$ cat config.mk
export PLATFORM = sky130hd
export DESIGN_NAME = scba_front
export DESIGN_NICKNAME = d
export VERILOG_FILES = /design/src/rtl/scba_pkg.sv /design/src/rtl/scba_front.sv
export SDC_FILE = /design/constraint.sdc
export NUM_CORES = 1
export LEC_CHECK = 0
export BUFFER_PORTS_ARGS = -buffer_cell sky130_fd_sc_hd__clkbuf_2
export CORE_MARGIN = 2
export CORE_UTILIZATION = 46
export CTS_CLUSTER_SIZE = 40
export DETAILED_ROUTE_END_ITERATION = 12
export GPL_ROUTABILITY_DRIVEN = 1
export PLACE_DENSITY_LB_ADDON = 0.2
export SYNTH_ARGS = -nofsm -noshare
export SYNTH_HDL_FRONTEND = slang
export SYNTH_SLANG_ARGS = --single-unit
export TNS_END_PERCENT = 30
$ cat constraint.sdc
create_clock -name clock -period 6.2 [get_ports clock]
set_input_delay 0.93 -clock clock [delete_from_list [all_inputs] [get_ports clock]]
set_output_delay 0.93 -clock clock [all_outputs]
set_load 0.03 [all_outputs]
$ cat src/rtl/scba_pkg.sv
`default_nettype none
// ----------------------------------------------------------------------------
// scba_pkg
// Shared constants, codes and types of the size-class block allocator.
// ----------------------------------------------------------------------------
package scba_pkg;

   // Size classes and block identifiers
   localparam int CLASS_COUNT  = 4;
   localparam int CLS_W        = 2;
   localparam int BLOCK_ID_W   = 16;
   localparam int MAX_BLOCKS   = 65536;
   localparam int NEXT_W       = 17;   // bump counter and capacity, 0..MAX_BLOCKS
   localparam int CAP_W        = 17;

   // Per-class free stack
   localparam int FREE_DEPTH   = 1024;
   localparam int FREE_ADDR_W  = $clog2(FREE_DEPTH);
   localparam int FREE_CNT_W   = FREE_ADDR_W + 1;
   localparam int STACK_ADDR_W = CLS_W + FREE_ADDR_W;
   localparam int FLUSHED_W    = 13;   // sum of all class fill counts

   // Byte accounting and statistics
   localparam int BYTES_W      = 48;
   localparam int AMOUNT_W     = 41;
   localparam int THRESH_W     = 32;
   localparam int LIVE_W       = 19;
   localparam int TOTAL_W      = 64;
   localparam int FLUSH_CNT_W  = 32;
   localparam logic [LIVE_W-1:0]  LIVE_MAX  = {LIVE_W{1'b1}};
   localparam logic [BYTES_W-1:0] BYTES_MAX = {BYTES_W{1'b1}};

   // Configuration port
   localparam int CSR_IDX_W  = 3;
   localparam int CSR_DATA_W = 48;
   localparam logic [CSR_IDX_W-1:0] CSR_UNLIMITED = 3'd0;
   localparam logic [CSR_IDX_W-1:0] CSR_USABLE    = 3'd1;
   localparam logic [CSR_IDX_W-1:0] CSR_THRESH    = 3'd2;
   localparam logic [CSR_IDX_W-1:0] CSR_CLASS0    = 3'd3;
   localparam logic [CSR_IDX_W-1:0] CSR_CLASS1    = 3'd4;
   localparam logic [CSR_IDX_W-1:0] CSR_CLASS2    = 3'd5;
   localparam logic [CSR_IDX_W-1:0] CSR_CLASS3    = 3'd6;

   // Register reset values
   localparam logic [THRESH_W-1:0] THRESH_RESET = 32'd262144;
   localparam logic [AMOUNT_W-1:0] CLASS0_RESET = 41'd65536;
   localparam logic [AMOUNT_W-1:0] CLASS1_RESET = 41'd131072;
   localparam logic [AMOUNT_W-1:0] CLASS2_RESET = 41'd262144;
   localparam logic [AMOUNT_W-1:0] CLASS3_RESET = 41'd524288;

   // Request modes
   localparam logic MODE_ALLOC   = 1'b0;
   localparam logic MODE_RELEASE = 1'b1;

   // Response status codes
   localparam logic [1:0] STATUS_DONE      = 2'd0;
   localparam logic [1:0] STATUS_REFUSED   = 2'd1;
   localparam logic [1:0] STATUS_EXHAUSTED = 2'd2;

   // Request queue between front and back
   localparam int QUEUE_DEPTH = 2;   // power of two
   localparam int QUEUE_PTR_W = $clog2(QUEUE_DEPTH);

   // Classified request as it travels through the queue
   typedef struct packed {
      logic                  is_release;
      logic [CLS_W-1:0]      cls;
      logic [BLOCK_ID_W-1:0] id;
      logic [AMOUNT_W-1:0]   amount;
      logic [FREE_CNT_W-1:0] thresh;
   } op_type;

   // Budget settings used by the back end
   typedef struct packed {
      logic               unlimited;
      logic [BYTES_W-1:0] usable;
   } cfg_type;

   // Back-end sequencer
   typedef enum logic {
      BK_IDLE,
      BK_EXEC
   } back_state_type;

endpackage
`default_nettype wire

$ cat src/rtl/scba_front.sv
`default_nettype none
// ----------------------------------------------------------------------------
// scba_front
// Configuration registers and request classification: looks up the block
// size and derives the flush threshold of the addressed class.
// ----------------------------------------------------------------------------
module scba_front (
   input  wire logic                             clock,
   input  wire logic                             reset,
   input  wire logic                             csr_wr_en,
   input  wire logic [scba_pkg::CSR_IDX_W-1:0]   csr_index,
   input  wire logic [scba_pkg::CSR_DATA_W-1:0]  csr_wdata,
   input  wire logic                             req_valid,
   output      logic                             req_ready,
   input  wire logic                             req_mode,
   input  wire logic [scba_pkg::CLS_W-1:0]       req_size_class,
   input  wire logic [scba_pkg::BLOCK_ID_W-1:0]  req_release_block,
   input  wire logic                             q_full,
   output      logic                             q_push,
   output      scba_pkg::op_type                 q_data,
   output      scba_pkg::cfg_type                cfg
);

   logic                              unlimited_ff;
   logic [scba_pkg::BYTES_W-1:0]      usable_ff;
   logic [scba_pkg::THRESH_W-1:0]     thresh_ff;
   logic [scba_pkg::AMOUNT_W-1:0]     class_bytes_ff [scba_pkg::CLASS_COUNT];
   logic [scba_pkg::THRESH_W-1:0]     shifted;
   logic [scba_pkg::FREE_CNT_W-1:0]   class_thresh;

   // Register writes
   always_ff @(posedge clock) begin
      if (reset) begin
         unlimited_ff      <= 1'b0;
         usable_ff         <= '0;
         thresh_ff         <= scba_pkg::THRESH_RESET;
         class_bytes_ff[0] <= scba_pkg::CLASS0_RESET;
         class_bytes_ff[1] <= scba_pkg::CLASS1_RESET;
         class_bytes_ff[2] <= scba_pkg::CLASS2_RESET;
         class_bytes_ff[3] <= scba_pkg::CLASS3_RESET;
      end else if (csr_wr_en) begin
         case (csr_index)
            scba_pkg::CSR_UNLIMITED: unlimited_ff <= csr_wdata[0];
            scba_pkg::CSR_USABLE:    usable_ff <= csr_wdata[scba_pkg::BYTES_W-1:0];
            scba_pkg::CSR_THRESH:    thresh_ff <= csr_wdata[scba_pkg::THRESH_W-1:0];
            scba_pkg::CSR_CLASS0:
               class_bytes_ff[0] <= csr_wdata[scba_pkg::AMOUNT_W-1:0];
            scba_pkg::CSR_CLASS1:
               class_bytes_ff[1] <= csr_wdata[scba_pkg::AMOUNT_W-1:0];
            scba_pkg::CSR_CLASS2:
               class_bytes_ff[2] <= csr_wdata[scba_pkg::AMOUNT_W-1:0];
            scba_pkg::CSR_CLASS3:
               class_bytes_ff[3] <= csr_wdata[scba_pkg::AMOUNT_W-1:0];
            default: ;
         endcase
      end
   end

   assign cfg.unlimited = unlimited_ff;
   assign cfg.usable    = usable_ff;

   // Class threshold: total >> (class+1), at least one, at most the stack depth
   assign shifted = thresh_ff >> ({1'b0, req_size_class} + 3'd1);

   always_comb begin
      if (shifted == '0) begin
         class_thresh = scba_pkg::FREE_CNT_W'(1);
      end else if (shifted > scba_pkg::THRESH_W'(scba_pkg::FREE_DEPTH)) begin
         class_thresh = scba_pkg::FREE_CNT_W'(scba_pkg::FREE_DEPTH);
      end else begin
         class_thresh = shifted[scba_pkg::FREE_CNT_W-1:0];
      end
   end

   // Classified request into the queue
   assign req_ready         = !q_full;
   assign q_push            = req_valid && !q_full;
   assign q_data.is_release = (req_mode == scba_pkg::MODE_RELEASE);
   assign q_data.cls        = req_size_class;
   assign q_data.id         = req_release_block;
   assign q_data.amount     = class_bytes_ff[req_size_class];
   assign q_data.thresh     = class_thresh;

endmodule
`default_nettype wire

==> impl_metrics.yaml <==
placed_design:
  portBuffers: 162
  post_dp_cell_area_sq_um: 11410
  hpwl_mm: 14.15
  finalWeightedCongestion: 0.7709
synthesis:
  synthCells: 831
  synth_area_sq_um: 10460
  yosysWarnings: 0
  yosysSeqAreaShare_pct: 62.41
  synth_seq_cells: 244
  avgSynthCellArea_sq_um: 12.58
  yosysUniqueCellTypes: 32
  synth_nets: 906
clock_tree:
  cts.sinks: 244
  cts_tree: "yes"
  clk_latency_ns: 0.52
  numCtsBuffers: 26
  cts_resized: 0
  ctsHoldBuffers: 0
  path_clk_slew_ns: 0.06
  htree_levels: 1
  cts-root-buf: "clkbuf_16"
  cts_buffer_depth: 3
  post_cts_buffers: 0
global_route:
  grt_start_max_net_pins: 86
  grt.total_usage_pct: 20.15
  antenna_found_initial: 0
  grt_pass1_vias: 6709
  grt_pass1_wl_mm: 37.23
  gr-total-overflow: 0
timing:
  fmaxAchievable_ghz: 0.2180
  hold_viol_final: 0
  rsz0062_at_grt: "no"
  setup_viol: 0
  relSlewSlack_pct: 27.10
  final.period_utilization_pct: 73.97
  tightest_slew_ns: 1.084
  drv_slew: 0
  min_period_ns: 4.586
  fin_setup_tns_ns: 0
  finClkSkew_ns: 0
final_layout:
  final_cell_mix: "edfxtp_1 (164), and2_1 (160), nand2_1 (159), clkbuf_2 (159), dfxtp_1 (80)"
  layout_commonest_cell: "edfxtp_1"
  diodes: 0
  drive_above_1_share_pct: 27.53
  syn_to_final_growth_pct: 17.15
  design_area_sq_um: 12250
  final_util_pct: 54.43
  nNetsFinal: 1032
drt:
  dr.first_iter.drc_count: 348
  drtAntennaViolNets: 0
  vias_per_cell: 5.228
  vias: 6598
  routed_wl_mm: 23.73
  drc_errors: 0
  wl_per_cell_um: 18.80
  firstDrtPassIters: 5
floorplan:
  initial_utilization_pct: 46.47
  core_area_sq_um: 22500
  io_pins: 197
  die_area_sq_um: 23950
  dieHeight_um: 154.8
  die-width_um: 154.8
  num_rows: 55
setup_path:
  cp.arrival_ns: 3.66
  critPathRequiredTime_ns: 5.27
  startpoint_type: "input port"
  end_kind: "output port"
  critPathKind: "in2out"
  crit_fanout: 58
  rrSetupSlack_ns: 5.45
pwr:
  p_per_area_nw_per_um2: 301.3
  power_mw: 3.691
  p_leak_nw: 4.655
  ir_drop_uv: 185.2
status:
  outcome: "complete, no violations"
job:
  maxCapViolations: 0
hold_path:
  hp-class: "reg2reg"
## area by class of cell
type / count / area (sq um)
fillers: 1889 / 10250
flip-flops and latches: 244 / 6526
multi-input cells: 508 / 3615
repair buffers: 173 / 898.4
clock buffers: 39 / 780.7
well taps: 285 / 356.6
clock inverters: 9 / 57.56
inverters: 4 / 15.01
## registers in the layout (all words and copies together), names as in the netlist
register and flops:
class_bytes_ff 164, thresh_ff 31, unlimited_ff 1, usable_ff 48
## layer usage
layer	global-route usage [%]	wire length (um)
met5	0	0
met4	3.836	296
met3	3.867	1388
met2	35.95	12160
met1	25.91	9881
## synthesized netlist by cell type (all sizes together)
cell / count / area, sq um
edfxtp: 164 / 4925
and2: 160 / 1001
nand2: 160 / 600.6
dfxtp: 80 / 1602
a21oi: 79 / 395.4
mux4: 51 / 1186
clkbuf: 44 / 165.2
buf: 31 / 207.7
and3: 9 / 56.30
nor2: 8 / 30.03
nand2b: 7 / 43.79
nor4: 7 / 43.79
inv: 4 / 15.01
nor3: 4 / 20.02
nand3: 3 / 15.01
nor2b: 3 / 18.77
o21ai: 3 / 15.01
a2bb2oi: 2 / 17.52
mux2i: 2 / 20.02
or2: 2 / 12.51
a211oi: 1 / 7.510
and3b: 1 / 8.760
mux2: 1 / 11.26
nand4b: 1 / 8.760
o31ai: 1 / 7.510
or2b: 1 / 7.510
or3: 1 / 6.260
xor2: 1 / 8.760
## power by group
group          internal, mW  switching [mW]
Sequential             1.82          0.0237
Combinational         0.115           0.230
Clock                 0.871           0.632
## worst max-delay path, cell delays in order
cell and delay (ns):
buf_4 0.78, mux4_1 0.70, nor4_1 0.30, nand3_1 0.14, xor2_1 0.36, and3_1 0.22
clkbuf_2 0.20
## worst paths after layout
path,from,endpoint,cells after the start
min reg2reg,usable_ff[20],usable_ff[20],2
min,usable_ff[20],usable_ff[20],2
max reg2reg,thresh_ff[11],thresh_ff[11],2
max,req_size_class[0],q_data[3],7
## per-stage QoR
step,setup slack [ns],hold slack [ns],cells
after floorplan,1.576,0.4320,831
after global placement,1.576,0.4413,1214
after detailed placement,1.526,0.4456,1214
after CTS,1.544,0.4541,1262
after global routing,1.282,0.4660,1262
final,1.614,0.4512,1262
## cell families (layout without fill, tap and decap cells)
| group | Yosys count | after routing | synth area share, % |
|---|---|---|---|
| simple gates | 367 | 367 | 17.91 |
| flops | 244 | 244 | 62.41 |
| compound gates | 86 | 86 | 4.236 |
| buf+inv | 79 | 225 | 3.709 |
| mux | 54 | 54 | 11.64 |
| xor+xnor | 1 | 1 | 0.08378 |
(Power assumes the default switching activity.)
