[src/rtl/scba_pkg.sv]
`default_nettype none
// ----------------------------------------------------------------------------
// scba_pkg
// Shared constants, codes and types of the size-class block allocator.
// ----------------------------------------------------------------------------
package scba_pkg;

   // Size classes and block identifiers
   localparam int CLASS_COUNT  = 4;
   localparam int CLS_W        = 2;
   localparam int BLOCK_ID_W   = 16;
   localparam int MAX_BLOCKS   = 65536;
   localparam int NEXT_W       = 17;   // bump counter and capacity, 0..MAX_BLOCKS
   localparam int CAP_W        = 17;

   // Per-class free stack
   localparam int FREE_DEPTH   = 1024;
   localparam int FREE_ADDR_W  = $clog2(FREE_DEPTH);
   localparam int FREE_CNT_W   = FREE_ADDR_W + 1;
   localparam int STACK_ADDR_W = CLS_W + FREE_ADDR_W;
   localparam int FLUSHED_W    = 13;   // sum of all class fill counts

   // Byte accounting and statistics
   localparam int BYTES_W      = 48;
   localparam int AMOUNT_W     = 41;
   localparam int THRESH_W     = 32;
   localparam int LIVE_W       = 19;
   localparam int TOTAL_W      = 64;
   localparam int FLUSH_CNT_W  = 32;
   localparam logic [LIVE_W-1:0]  LIVE_MAX  = {LIVE_W{1'b1}};
   localparam logic [BYTES_W-1:0] BYTES_MAX = {BYTES_W{1'b1}};

   // Configuration port
   localparam int CSR_IDX_W  = 3;
   localparam int CSR_DATA_W = 48;
   localparam logic [CSR_IDX_W-1:0] CSR_UNLIMITED = 3'd0;
   localparam logic [CSR_IDX_W-1:0] CSR_USABLE    = 3'd1;
   localparam logic [CSR_IDX_W-1:0] CSR_THRESH    = 3'd2;
   localparam logic [CSR_IDX_W-1:0] CSR_CLASS0    = 3'd3;
   localparam logic [CSR_IDX_W-1:0] CSR_CLASS1    = 3'd4;
   localparam logic [CSR_IDX_W-1:0] CSR_CLASS2    = 3'd5;
   localparam logic [CSR_IDX_W-1:0] CSR_CLASS3    = 3'd6;

   // Register reset values
   localparam logic [THRESH_W-1:0] THRESH_RESET = 32'd262144;
   localparam logic [AMOUNT_W-1:0] CLASS0_RESET = 41'd65536;
   localparam logic [AMOUNT_W-1:0] CLASS1_RESET = 41'd131072;
   localparam logic [AMOUNT_W-1:0] CLASS2_RESET = 41'd262144;
   localparam logic [AMOUNT_W-1:0] CLASS3_RESET = 41'd524288;

   // Request modes
   localparam logic MODE_ALLOC   = 1'b0;
   localparam logic MODE_RELEASE = 1'b1;

   // Response status codes
   localparam logic [1:0] STATUS_DONE      = 2'd0;
   localparam logic [1:0] STATUS_REFUSED   = 2'd1;
   localparam logic [1:0] STATUS_EXHAUSTED = 2'd2;

   // Request queue between front and back
   localparam int QUEUE_DEPTH = 2;   // power of two
   localparam int QUEUE_PTR_W = $clog2(QUEUE_DEPTH);

   // Classified request as it travels through the queue
   typedef struct packed {
      logic                  is_release;
      logic [CLS_W-1:0]      cls;
      logic [BLOCK_ID_W-1:0] id;
      logic [AMOUNT_W-1:0]   amount;
      logic [FREE_CNT_W-1:0] thresh;
   } op_type;

   // Budget settings used by the back end
   typedef struct packed {
      logic               unlimited;
      logic [BYTES_W-1:0] usable;
   } cfg_type;

   // Back-end sequencer
   typedef enum logic {
      BK_IDLE,
      BK_EXEC
   } back_state_type;

endpackage
`default_nettype wire

[src/rtl/scba_queue.sv]
`default_nettype none
// ----------------------------------------------------------------------------
// scba_queue
// Short request queue that lets the front and back ends stall on their own.
// ----------------------------------------------------------------------------
module scba_queue (
   input  wire logic             clock,
   input  wire logic             reset,
   input  wire logic             push,
   input  wire scba_pkg::op_type push_data,
   input  wire logic             pop,
   output      logic             full,
   output      logic             empty,
   output      scba_pkg::op_type head
);

   scba_pkg::op_type                 entry_ff [scba_pkg::QUEUE_DEPTH];
   logic [scba_pkg::QUEUE_PTR_W-1:0] wr_ptr_ff, wr_ptr_in;
   logic [scba_pkg::QUEUE_PTR_W-1:0] rd_ptr_ff, rd_ptr_in;
   logic [scba_pkg::QUEUE_PTR_W:0]   count_ff, count_in;

   assign full  = (count_ff == (scba_pkg::QUEUE_PTR_W+1)'(scba_pkg::QUEUE_DEPTH));
   assign empty = (count_ff == '0);
   assign head  = entry_ff[rd_ptr_ff];

   // Pointer and fill bookkeeping
   always_comb begin
      wr_ptr_in = push ? wr_ptr_ff + 1'b1 : wr_ptr_ff;
      rd_ptr_in = pop  ? rd_ptr_ff + 1'b1 : rd_ptr_ff;
      count_in  = count_ff;
      if (push && !pop) begin
         count_in = count_ff + 1'b1;
      end else if (pop && !push) begin
         count_in = count_ff - 1'b1;
      end
   end

   always_ff @(posedge clock) begin
      if (reset) begin
         wr_ptr_ff <= '0;
         rd_ptr_ff <= '0;
         count_ff  <= '0;
      end else begin
         wr_ptr_ff <= wr_ptr_in;
         rd_ptr_ff <= rd_ptr_in;
         count_ff  <= count_in;
      end
   end

   // Payload storage
   always_ff @(posedge clock) begin
      if (push) begin
         entry_ff[wr_ptr_ff] <= push_data;
      end
   end

endmodule
`default_nettype wire

[config.mk]
export PLATFORM = sky130hd
export DESIGN_NAME = scba_queue
export DESIGN_NICKNAME = d
export VERILOG_FILES = /design/src/rtl/scba_pkg.sv /design/src/rtl/scba_queue.sv
export SDC_FILE = /design/constraint.sdc
export NUM_CORES = 1
export LEC_CHECK = 0
export BUFFER_PORTS_ARGS = -buffer_cell sky130_fd_sc_hd__buf_2
export CAP_MARGIN = 20
export CELL_PAD_IN_SITES_DETAIL_PLACEMENT = 1
export CELL_PAD_IN_SITES_GLOBAL_PLACEMENT = 2
export CORE_ASPECT_RATIO = 0.9
export CORE_MARGIN = 2
export CORE_UTILIZATION = 38
export DETAILED_ROUTE_END_ITERATION = 6
export GPL_ROUTABILITY_DRIVEN = 0
export PLACE_DENSITY_LB_ADDON = 0.1
export SLEW_MARGIN = 20
export SYNTH_ARGS = -nofsm -noshare
export SYNTH_HDL_FRONTEND = slang
export SYNTH_SLANG_ARGS = --single-unit
[constraint.sdc]
create_clock -name clock -period 5.5 [get_ports clock]
set_input_delay 0.275 -clock clock [delete_from_list [all_inputs] [get_ports clock]]
set_output_delay 0.275 -clock clock [all_outputs]
set_load 0.05 [all_outputs]
==> qor.txt, run 1 <==
Synth Flop Type = edfxtp_1
Area occupied by multi-input gates = 913.4 µm²
Placed cells = 576
Flops & latches, synth = 147
Fin crit period = 2412 ps
Setup violations, final = 0
Post-cts resize count = 0
Status = completed
Fin cells = 606
Layout cell share with drive strength beyond 1 = 58.84%
Post-synthesis sequential area ratio = 81.50%
Slew HR = 31.15%
Worst r2r src = wr_ptr_ff
First-pass GRT wire length = 15180 µm
CP max-delay cell = dfxtp_4
Required time worst endpoint = 5220 ps
Via density = 4.500
Initial Util = 38.52%
CP Capture Type = output port
Critical path type = reg -> out
Fill cells = 1334
Clock latency on the worst-skew pair = 410 ps
Top post-synthesis cells by count = 142 x edfxtp_1, 71 x mux2_2, 7 x buf_6, 5 x dfxtp_1, 5 x nor2_1
Final Cycle Share = 43.86%
Root Buffer = clkbuf_16
Top cell type's share of synthesized area = 79.63%
Final Cell Area = 0.006775 mm²
Routed WL per cell = 16.69 µm
Number of max-cap violations = 0
Final Skew = 8.109 ps
Post-layout worst setup margin = 3088 ps
Final total negative setup slack = 0 ps
GR Util All Layers = 14.04%
RSZ-0062 raised after global routing = no
First-pass DRT Iterations = 4
Worst hold margin = 49.88 ps
CTS Buf Count = 17
Nets = 478
Top cells by area, synth = edfxtp_1 80%, mux2_2 15%, dfxtp_1 1.9%
HP Class = in -> reg
Starting DRT DRC Count = 123
Ys async rst share = 0%
Avg Cell Area, Syn = 22.04 µm²
CP max stage delay = 970 ps
Placement Setup Slack = 3167 ps
CTS clock-pin slew for the worst setup and hold paths = 60 ps
Startpoint Class = flop
Fin. Hold Viols = 0
Slew Viols, Final = 0
Hpwl dp = 6232 µm
Vias in the first global route = 2932
Die Y = 116.6 µm
CP cell instances = mux2_2, buf_2
Maximum root-to-sink buffer count = 2
Total power = 2.769 mW
Top Ports = 148
CTS tree = done
FP Rows = 41
Port buffer count = 147
Die area = 0.01506 mm²
Area grow syn2layout = 26.52%
Hold Crit Start = push_data[61]
CTS Hold Bufs = 0
Grt total ovfl = 0
Count leader, synth = edfxtp_1
Leakage = 2.526 nW
Post-route ant nets = 0
Worst-path maximum fanout = 71
Fmax achieved = 414.5 MHz
Peak VDD IR = 0.0002156 V
Initial antenna violation count = 0
Final WL = 10120 µm
DRC errors left = 0
Via total after detailed routing = 2727
Synth cell types = 16
Yosys warning count = 0
Syn nets = 319
Synthesized cell area = 0.005355 mm²
Postcts setup bufs = 0
Worst Tran Pin Value = 1033 ps
WP data arrival = 2140 ps
Pwr dens = 408.7 mW/mm²
Core area = 0.01390 mm²
Area after DPL = 0.006270 mm²
Ant. Diodes = 0
Synth area leader = edfxtp_1
Clock sink count = 147
Die Wd = 129.1 µm
Final core occ = 48.74%
Largest net degree at the start of global routing = 72
CTS H-tree depth = 4
FF/Latch Area = 0.004368 mm²
Post-synth EDFFs = 142
Post-synthesis cell count = 243
flip-flops by register name, summed over array words and instances, names as in the netlist, named ones only:
register,count
count_ff,2
entry_ff,142
rd_ptr_ff,1
wr_ptr_ff,1
path summary, 6_finish.rpt:
path | endpoint | slack [ps] | cells past startpoint
setup / recovery | head[17] | 3090 | 2
hold / removal | entry_ff[0][61] | 50 | 1
hold reg to reg | count_ff[1] | 530 | 2
setup reg to reg | entry_ff[0][3] | 3320 | 2
final cells by class:
type	count	area share, %
Sequential cell	147	64.47
Multi-Input combinational cell	87	13.48
Timing Repair Buffer	148	10.97
Clock buffer	20	6.445
Tap cell	193	3.564
Clock inverter	10	1.016
Inverter	1	0.05540
cell usage in the layout, fill, tap and decap left out, types with 2 or more instances in the layout:
cell type,count
dfxtp_1,4
clkinv_1,7
mux2_2,71
edfxtp_1,142
nor2_1,5
xnor2_1,2
buf_2,147
clkbuf_16,17
xor2_1,2
clkbuf_1,3
cell families after synthesis:
kind of cell               synth area share (%)
buffers and inverters                     1.635
DFF                                       81.50
AOI/OAI and AO/OA                        0.1867
and+or+nand+nor                          0.8648
adders and majority gates                0.2336
muxes                                     14.93
xor gates and xnor gates                 0.6543
critical path: cells and delay by family, from the launching register on:
kind                   cells  cell delay (ps)
buffers and inverters      1              220
flip-flops                 1              970
multiplexers               1              450
metal layers:
layer / GRT usage (%) / share of wire [%] / vias to the layer above
met5: 0 / 0 / -
li1: - / - / 1278
met2: 24.32 / 53 / 97
met1: 15.00 / 39 / 1343
met4: 5.870 / 0.88 / 0
met3: 6.322 / 7.1 / 9
where the power goes:
part	switching (mW)	internal, mW	total [mW]
clock network	0.392	0.603	0.995
registers	0.0375	1.31	1.35
logic	0.306	0.123	0.429
Power figures use the tool's default switching activity.
==> run 2, diff against run 1 <==
==> constraint.sdc (replaced) <==
create_clock -name clock -period 2.34 [get_ports clock]
set_input_delay 0.117 -clock clock [delete_from_list [all_inputs] [get_ports clock]]
set_output_delay 0.117 -clock clock [all_outputs]
set_load 0.05 [all_outputs]
==> qor.txt, run 2 (synthesis gave the netlist of run 1 again) <==
Fin crit period = 1996 ps
Final Skew = 7.307 ps
CTS Hold Bufs = 73
Peak VDD IR = 0.0004690 V
Commonest non-fill, non-tap cell in the layout = buf_2
Final WL = 11140 µm
Slew HR = 70.94%
R2R Setup Slk = 840 ps
Layout cell share with drive strength beyond 1 = 52.44%
Via density = 4.394
Total power = 6.951 mW
CTS H-tree depth = 4
Required time worst endpoint = 2220 ps
Status = completed
FP Rows = 41
Setup violations, final = 0
Postcts setup bufs = 0
Die Wd = 129.1 µm
Max FFs per register = 142
CP Capture Type = output port
GR Util All Layers = 15.36%
Core area = 0.01390 mm²
Largest regs = entry_ff (142), count_ff (2)
Post-route ant nets = 0
Worst hold margin = 33.34 ps
First-pass DRT Iterations = 4
Startpoint Class = flop
Ant. Diodes = 0
Clock sink count = 147
Vias in the first global route = 3254
Initial antenna violation count = 0
Hold Path Depth = 3
Hpwl dp = 6600 µm
Hold EP = wr_ptr_ff
End of the worst register-to-register path = entry_ff[1][64]
HP Class = in -> reg
WP data arrival = 1880 ps
Die area = 0.01506 mm²
Initial Util = 38.52%
Leakage = 2.911 nW
Via total after detailed routing = 3010
Largest net degree at the start of global routing = 72
CTS tree = done
Area grow syn2layout = 42.99%
Worst Tran Pin Value = 436.0 ps
Critical path type = reg -> out
CTS Buf Count = 17
Starting DRT DRC Count = 159
Number of max-cap violations = 0
Pwr dens = 907.8 mW/mm²
Worst r2r src = wr_ptr_ff
Fin. Hold Viols = 0
Fill cells = 1317
Nets = 555
First-pass GRT wire length = 16730 µm
Clock latency on the worst-skew pair = 410 ps
Fmax achieved = 500.9 MHz
Final Cycle Share = 85.31%
Routed WL per cell = 16.26 µm
Grt total ovfl = 0
Hold Crit Start = push
Worst-path maximum fanout = 23
Root Buffer = clkbuf_16
Post-cts resize count = 0
RSZ-0062 raised after global routing = no
Final total negative setup slack = 0 ps
Die Y = 116.6 µm
Slew Viols, Final = 0
Port buffer count = 147
Commonest non-fill, non-tap cells in the layout = 147 x buf_2, 142 x edfxtp_1, 73 x dlygate4sd3_1, 71 x mux2_2, 17 x clkbuf_16
Maximum root-to-sink buffer count = 2
DRC errors left = 0
CTS clock-pin slew for the worst setup and hold paths = 60 ps
Top Ports = 148
Most flop-heavy register = entry_ff
FF-to-FF path depth = 2
-- run 2: changes by cell type in the layout (fill, tap and decap cells not counted) --
cell | previous run | this run
dlygate4sd3_1 | 0 | 73
clkinv_2 | 1 | 6
clkbuf_8 | 0 | 4
buf_4 | 1 | 2
bufinv_16 | 1 | 2
clkinv_1 | 7 | 0
buf_12 | 0 | 3
clkbuf_1 | 3 | 1
clkinvlp_4 | 1 | 2
-- run 2: worst max-delay path, cell delays in order (launching register included) --
cell and delay (ps):
dfxtp_4 570, buf_4 300, mux2_2 370, buf_2 210
-- run 2: where the power goes --
group / total, mW / leakage [nW] / internal [mW] / switching, mW
combinational: 1.16 / 1.25 / 0.386 / 0.778
clock: 2.66 / 0.291 / 1.67 / 0.991
sequential: 3.13 / 1.37 / 3.07 / 0.0555
-- run 2: layer usage --
layer	global-route usage, %	vias up	share of wire [%]
li1	-	1431	-
met1	17.99	1464	42
met2	25.16	104	50
met3	6.734	11	7.2
met4	5.870	0	0.96
met5	0	-	0
-- run 2: final cells by class --
cell class | instances | area, µm² | share of cell area (%)
sequential | 147 | 4368 | 57.04
timing repair buffer | 225 | 1541 | 20.13
multi-input combinational | 87 | 913.4 | 11.93
clock buffer | 22 | 484.2 | 6.324
tap | 193 | 241.5 | 3.154
clock inverter | 10 | 105.1 | 1.373
inverter | 1 | 3.754 | 0.04902
-- run 2: worst max-delay path by stage --
stage / from / to / slack [ps] / depth (start not counted)
6_report: flop / head[54] / 340 / 3
5_1_grt: flop / head[54] / 230 / 3
4_1_cts: flop / head[3] / 280 / 3
3_5_place_dp: flop / head[54] / 740 / 3
3_3_place_gp: flop / head[28] / 760 / 3
2_1_floorplan: wr_ptr_ff / entry_ff[0][0] / 520 / 1
-- run 2: metrics by stage --
step / setup WS [ps] / instances / utilization, % / cell area [µm²]
after floorplan: 519.9 / 243 / - / 5364
after global placement: 757.6 / 580 / 45.59 / 6337
after detailed placement: 742.3 / 580 / 45.59 / 6337
after CTS: 278.3 / 685 / 55.08 / 7657
after global routing: 233.9 / 685 / 55.08 / 7657
final: 343.7 / 685 / 55.08 / 7657
==> run 3, diff against run 2 <==
--- a/config.mk
+++ b/config.mk
@@ -5,14 +5,14 @@
 export SDC_FILE = /design/constraint.sdc
 export NUM_CORES = 1
 export LEC_CHECK = 0
-export BUFFER_PORTS_ARGS = -buffer_cell sky130_fd_sc_hd__buf_2
 export CAP_MARGIN = 20
 export CELL_PAD_IN_SITES_DETAIL_PLACEMENT = 1
 export CELL_PAD_IN_SITES_GLOBAL_PLACEMENT = 2
 export CORE_ASPECT_RATIO = 0.9
 export CORE_MARGIN = 2
-export CORE_UTILIZATION = 38
+export CORE_UTILIZATION = 45
 export DETAILED_ROUTE_END_ITERATION = 6
+export DONT_BUFFER_PORTS = 1
 export GPL_ROUTABILITY_DRIVEN = 0
 export PLACE_DENSITY_LB_ADDON = 0.1
 export SLEW_MARGIN = 20
==> qor.txt, run 3 (synthesis gave the netlist of run 1 again) <==
Post-cts resize count = 0
DRC errors left = 0
Required time worst endpoint = 2220 ps
Layout cell share with drive strength beyond 1 = 29.39%
CTS H-tree depth = 4
Crit path max-delay family = multiplexers
Vias in the first global route = 2708
CP max stage delay = 530 ps
Switching share of total power = 25.62%
Pwr dens = 960.6 mW/mm²
Worst-path maximum fanout = 30
Status = completed
Buffers & Inverters on Critical Path = 1
Combinational share of power = 15.4%
P_int = 4.884 mW
Final Cycle Share = 76.40%
Clock sink count = 147
Final WL = 9627 µm
Initial Util = 46.46%
Slew HR = 41.33%
Die Y = 107.5 µm
Leakage = 2.306 nW
Routed WL per cell = 19.14 µm
Grt total ovfl = 0
Post-route ant nets = 0
Via density = 4.974
CTS tree = done
Fin crit period = 1788 ps
Clock power share = 37.3%
Slew Viols, Final = 0
Final Skew = 5.930 ps
HP Class = in -> reg
Commonest non-fill, non-tap cells in the layout = 142 x edfxtp_1, 75 x dlygate4sd3_1, 71 x mux2_2, 17 x clkbuf_16, 7 x clkbuf_1
CP cell instances = buf_4, mux2_2
Critical path type = reg -> out
Maximum root-to-sink buffer count = 2
Fill cells = 977
Ant. Diodes = 0
GR Util All Layers = 15.99%
Root Buffer = clkbuf_16
Port buffer count = 0
First-pass DRT Iterations = 4
Most flop-heavy register = entry_ff
Initial antenna violation count = 0
Nets = 411
Clock latency on the worst-skew pair = 410 ps
Fmax achieved = 559.4 MHz
Fin. Hold Viols = 0
Final total negative setup slack = 0 ps
Max FFs per register = 142
Via total after detailed routing = 2502
Seq pwr share = 47.4%
FP Rows = 37
CP Capture Type = output port
Top Ports = 148
First-pass GRT wire length = 14780 µm
Setup violations, final = 0
Starting DRT DRC Count = 142
CTS Buf Count = 17
Startpoint Class = flop
CTS clock-pin slew for the worst setup and hold paths = 50 ps
Number of max-cap violations = 0
Die Wd = 119.0 µm
CP max-delay cell = mux2_2
Post-layout worst setup margin = 552.3 ps
Total power = 6.567 mW
Largest net degree at the start of global routing = 42
Peak VDD IR = 0.0007881 V
Die area = 0.01279 mm²
Switching pwr = 1.683 mW
Worst hold margin = 54.27 ps
RSZ-0062 raised after global routing = no
Worst Tran Pin Value = 876.9 ps
Commonest non-fill, non-tap cell in the layout = edfxtp_1
Area grow syn2layout = 27.66%
Largest regs = entry_ff (142), count_ff (2)
Core area = 0.01153 mm²
WP data arrival = 1670 ps
Placement Setup Slack = 855.6 ps
run 3: power by group through the flow:
stage	Combinational, mW	Clock [mW]	Sequential [mW]
6_report	1.01	2.45	3.11
5_1_grt	1.05	2.60	3.13
4_1_cts	1.02	2.51	3.11
3_5_place_dp	0.895	0	3.17
3_3_place_gp	0.897	0	3.16
2_1_floorplan	0.819	0	3.15
run 3: path summary, 6_finish.rpt:
check | startpoint | depth (start not counted) | slack [ps] | endpoint
setup / recovery | flop | 2 | 550 | head[13]
hold / removal | push | 3 | 50 | count_ff[0]
setup reg to reg | wr_ptr_ff | 2 | 870 | entry_ff[1][34]
hold reg to reg | count_ff[1] | 2 | 510 | count_ff[1]
run 3: area by class of cell:
cell class / count / area (µm²) / area share [%]
sequential: 147 / 4368 / 63.89
multi-input combinational: 87 / 913.4 / 13.36
timing repair buffer: 81 / 820.8 / 12.01
clock buffer: 24 / 451.7 / 6.607
tap: 156 / 195.2 / 2.855
clock inverter: 7 / 83.83 / 1.226
inverter: 1 / 3.754 / 0.05490
run 3: repair_timing:
item / in CTS / in global routing
endpoints found under the hold margin: 147 / 0
setup buffers: 0 / 0
hold buffers: 75 / 0
run 3: through the flow:
| step | utilization [%] | cell area, µm² | cells |
|---|---|---|---|
| finish | 59.31 | 6837 | 503 |
| global route | 59.31 | 6837 | 503 |
| CTS | 59.31 | 6837 | 503 |
| detailed placement | 48.15 | 5550 | 397 |
| global placement | 48.15 | 5550 | 397 |
| floorplan | - | 5364 | 243 |
run 3: routing by layer:
metal	track usage (%)	part of all wire (%)	vias to the layer above	routed length, µm
met5	0	0	-	0
met4	7.993	1.7	0	168
met3	7.786	7.1	16	688
met2	25.82	51	92	4904
met1	17.71	40	1254	3866
li1	-	-	1140	-
run 3: tightest hold or removal path: cells and delay by family:
kind	cells	cell delay, ps
and+or+nand+nor	1	70
xor gates and xnor gates	1	80
adders and majority gates	1	160
